==> config.mk <==
export PLATFORM = sky130hd
export DESIGN_NAME = hlc_fifo
export DESIGN_NICKNAME = d
export VERILOG_FILES = /design/src/rtl/hlc_pkg.sv /design/src/rtl/hlc_fifo.sv
export SDC_FILE = /design/constraint.sdc
export NUM_CORES = 1
export LEC_CHECK = 0
export ABC_AREA = 1
export BUFFER_PORTS_ARGS = -buffer_cell sky130_fd_sc_hd__buf_2
export CAP_MARGIN = 10
export CORE_MARGIN = 8
export CORE_UTILIZATION = 40
export CTS_BUF_LIST = sky130_fd_sc_hd__clkbuf_4 sky130_fd_sc_hd__clkbuf_8 sky130_fd_sc_hd__clkbuf_16
export DETAILED_ROUTE_END_ITERATION = 10
export GPL_TIMING_DRIVEN = 0
export PLACE_DENSITY = 0.64
export SLEW_MARGIN = 20
export SYNTH_ARGS = -nofsm -noshare
export SYNTH_HDL_FRONTEND = slang
export SYNTH_SLANG_ARGS = --single-unit
==> constraint.sdc <==
create_clock -name aclk -period 19.45 [get_ports aclk]
set_input_delay 1.945 -clock aclk [delete_from_list [all_inputs] [get_ports aclk]]
set_output_delay 1.945 -clock aclk [all_outputs]
set_load 0.03 [all_outputs]
==> src/rtl/hlc_pkg.sv <==
`default_nettype none

package hlc_pkg;

    localparam int COORD_W = 32;
    localparam int RGB_W   = 24;
    localparam int CH_W    = 8;
    localparam int NUM_CH  = 3;
    localparam int NUM_AX  = 4;
    localparam int NUM_PL  = 6;
    localparam int EPS_W   = 16;
    localparam logic [EPS_W-1:0] EPS_RESET = 16'd1;

    localparam int TFRAC  = 30;
    localparam int T_W    = TFRAC + 1;
    localparam int TS_W   = TFRAC + 2;
    localparam int DIFF_W = COORD_W + 1;
    localparam int PL_W   = COORD_W + 2;
    localparam int QB     = TFRAC + 2;
    localparam int REM_W  = PL_W + QB;
    localparam int DIV_LAT = QB + 2;

    localparam logic [T_W-1:0] T_ONE = T_W'(1) << TFRAC;
    localparam logic [T_W-1:0] T_SAT = T_ONE + T_W'(1);

    localparam int FIFO_DEPTH = 4;

    typedef logic signed [COORD_W-1:0] coord_t;

    typedef enum logic [1:0] {
        PL_ENTER,
        PL_LEAVE,
        PL_PARALLEL
    } pl_class_t;

    typedef struct packed {
        coord_t [NUM_AX-1:0] s;
        coord_t [NUM_AX-1:0] e;
        logic [RGB_W-1:0]    srgb;
        logic [RGB_W-1:0]    ergb;
    } line_t;

    typedef struct packed {
        line_t                   ln;
        pl_class_t [NUM_PL-1:0]  cls;
        logic                    prej;
    } sband_t;

    typedef struct packed {
        logic            ok;
        logic [T_W-1:0]  te;
        logic [T_W-1:0]  tl;
        line_t           ln;
    } job_t;

    typedef struct packed {
        logic                accepted;
        coord_t [NUM_AX-1:0] cs;
        coord_t [NUM_AX-1:0] ce;
        logic [RGB_W-1:0]    srgb;
        logic [RGB_W-1:0]    ergb;
    } res_t;

endpackage

`default_nettype wire

==> src/rtl/hlc_fifo.sv <==
`default_nettype none

module hlc_fifo #(
    parameter int DEPTH = hlc_pkg::FIFO_DEPTH
) (
    input  wire                  aclk,
    input  wire                  aresetn,
    input  wire                  push,
    input  wire hlc_pkg::job_t   din,
    output logic                 full,
    input  wire                  pop,
    output hlc_pkg::job_t        dout,
    output logic                 empty
);

    localparam int AW = (DEPTH > 1) ? $clog2(DEPTH) : 1;
    localparam int CW = $clog2(DEPTH + 1);

    hlc_pkg::job_t   mem_reg [DEPTH];
    logic [AW-1:0]   wr_reg, rd_reg;
    logic [CW-1:0]   cnt_reg;
    logic            do_push, do_pop;

    assign full    = cnt_reg == CW'(DEPTH);
    assign empty   = cnt_reg == '0;
    assign do_push = push && !full;
    assign do_pop  = pop && !empty;

    always_ff @(posedge aclk) begin
        if (!aresetn) begin
            wr_reg  <= '0;
            rd_reg  <= '0;
            cnt_reg <= '0;
        end else begin
            if (do_push) begin
                wr_reg <= (wr_reg == AW'(DEPTH - 1)) ? '0 : wr_reg + AW'(1);
            end
            if (do_pop) begin
                rd_reg <= (rd_reg == AW'(DEPTH - 1)) ? '0 : rd_reg + AW'(1);
            end
            if (do_push && !do_pop) begin
                cnt_reg <= cnt_reg + CW'(1);
            end else if (do_pop && !do_push) begin
                cnt_reg <= cnt_reg - CW'(1);
            end
        end
    end

    always_ff @(posedge aclk) begin
        if (do_push) begin
            mem_reg[wr_reg] <= din;
        end
    end

    assign dout = mem_reg[rd_reg];

endmodule

`default_nettype wire

==> qor.yml <==
status: "finished, final reports clean"
port_buffers: 739
cp.required_ns: 17.50
syn_area_sq_um: 55100
ir_drop_uv: 118
fin_nets: 4976
final_area_sq_um: 68200
core_area_sq_um: 137000
ys_warn_count: 0
hold_path.class: "reg2reg"
wl_per_cell_um: 24.8
cts_hold_buf: 0
whs_ns: 0.521
cts_resized: 0
grt_overflow: 0
grt_max_degree: 24
netlist-cell-type-count: 25
synth_top_area_share_pct: 80.1
first_global_vias: 34100
layout-drive-gt1-share_pct: 27.6
finalHoldViolCount: 0
finalPower_mw: 10.4
critical_path_arrival_ns: 3.53
maxCapViolCount: 0
initial_core_util_pct: 40.2
numCtsBuffers: 152
rsz0062_at_grt: "false"
power_density_nw_per_um2: 152
period_share_pct: 28.1
end_kind: "output port"
grt_pass1_wl_mm: 232
insertion_delay_ns: 0.79
num_vias: 34600
die_h_um: 387
setup-violations-final: 0
routed_wl_mm: 163
max_freq_mhz: 183
grtUsageTotal_pct: 20.7
htree_levels: 4
path_class: "reg2out"
io_pins: 740
fin_skew_ns: 0.0322
path_max_fanout: 10
p_leak_nw: 23.9
ys_ff_latch: 1477
ys_seq_area_share_pct: 80.4
drt-vias-per-instance: 5.28
clock_sinks: 1477
tightest_slew_ns: 0.958
drtAntennaViolNets: 0
dp_slack_ns: 14.68
drt_iter0_drc: 2840
final_max_slew_viol_count: 0
final.min_clock_period_ns: 5.47
slew_headroom_pct: 36.1
syn_to_final_growth_pct: 23.9
gp_congestion: 0.814
placed_area_sq_um: 63100
cts_setup_buffers: 0
drt_first_pass_iters: 5
cts-root-buf: "clkbuf_16"
fin_ws_ns: 13.98
synthTopCellsByArea: "edfxtp_1 (80%), o21ai_0 (6.5%), nor2_1 (4.9%)"
avgSynthCellArea_sq_um: 15.2
yosysTopAreaCell: "edfxtp_1"
rows: 136
dieWidth_um: 387
dpl.hpwl_mm: 114
start_kind: "flip-flop"
tritoncts: "yes"
largest_reg_flops: 1468
cts_buffer_depth: 3
synthCells: 3621
antenna_found_initial: 86
drc_errors: 0
tns_ns: 0
synth_fp_nets: 3999
path_clk_slew_ns: 0.06
die-area_sq_um: 150000
synth_stat cells (all sizes together):
cell    number
a21oi        2
buf        132
clkbuf     112
dfxtp        9
edfxtp    1468
fa           1
ha           6
inv         19
nand2       15
nand3        1
nand3b       1
nand4        1
nor2       751
o21ai      736
o22ai      367
cell families (layout without fill, tap and decap cells):
logic type / Yosys count / in the layout / synth area share [%]
AO/OA/AOI/OAI: 1105 / 1105 / 11.2
adder cells (fa/ha/maj): 7 / 7 / 0.173
buffers and inverters: 263 / 1360 / 2.84
flip-flops: 1477 / 1477 / 80.4
other: 0 / 47 / 0
AND/OR/NAND/NOR: 769 / 769 / 5.39
cell usage in the layout (no fill, tap or decap), types with 21 or more instances in the layout:
master | netlist | routed
buf_12 | 4 | 41
buf_16 | 0 | 46
buf_2 | 82 | 821
buf_6 | 32 | 32
clkbuf_1 | 84 | 84
clkbuf_16 | 0 | 155
clkbuf_2 | 28 | 28
clkbuf_4 | 0 | 27
clkinv_1 | 0 | 21
clkinv_2 | 0 | 32
diode_2 | 0 | 47
edfxtp_1 | 1468 | 1468
nor2_1 | 721 | 717
nor2_2 | 30 | 30
o21ai_0 | 714 | 714
o21ai_1 | 22 | 22
o22ai_1 | 337 | 337
o22ai_2 | 30 | 30
path summary, 6_finish.rpt:
kind              startpoint              end  slack, ns  cells after the start
hold reg to reg   cnt_reg[0]       cnt_reg[0]       0.52                      2
setup reg to reg  cnt_reg[0]  mem_reg[2][198]      16.28                     11
setup / recovery   flip-flop         dout[31]      13.98                      7
hold / removal    cnt_reg[0]       cnt_reg[0]       0.52                      2
where the power goes:
group	total, mW	switching, mW	internal, mW	leakage [nW]
logic	3.56	2.63	0.930	7.84
clock network	2.87	1.22	1.65	2.51
registers	3.93	0.0625	3.86	13.5
total	10.4	3.92	6.45	23.9
per-layer routing:
| layer | vias to the layer above | track usage, % | share of wire [%] |
|---|---|---|---|
| li1 | 15800 | - | - |
| met1 | 17100 | 25.2 | 38 |
| met2 | 1395 | 34.4 | 49 |
| met3 | 282 | 8.37 | 10 |
| met4 | 46 | 5.58 | 2.3 |
| met5 | - | 0 | 0.19 |
per-stage QoR:
step	std cells	util, %
floorplan	3621	-
detailed placement	6238	46.0
CTS	6512	49.7
global route	6529	49.7
global placement	6154	44.5
finish	6559	49.8
critical path: stages (launching register included):
cell	delay [ns]
dfxtp_1	0.29
buf_4	0.22
inv_2	0.40
buf_2	0.55
buf_2	0.33
o21ai_0	0.13
o22ai_1	0.48
buf_2	0.31
layout make-up:
| type | instances | area (sq um) |
|---|---|---|
| Clock inverter | 85 | 856 |
| Sequential cell | 1477 | 44300 |
| Antenna cell | 47 | 118 |
| Fill cell | 11400 | 68800 |
| Multi-Input combinational cell | 1881 | 9270 |
| Clock buffer | 189 | 4180 |
| Inverter | 19 | 76.3 |
| Timing Repair Buffer | 823 | 5720 |
| Buffer | 244 | 1490 |
| Tap cell | 1794 | 2240 |
Power figures use the tool's default switching activity.
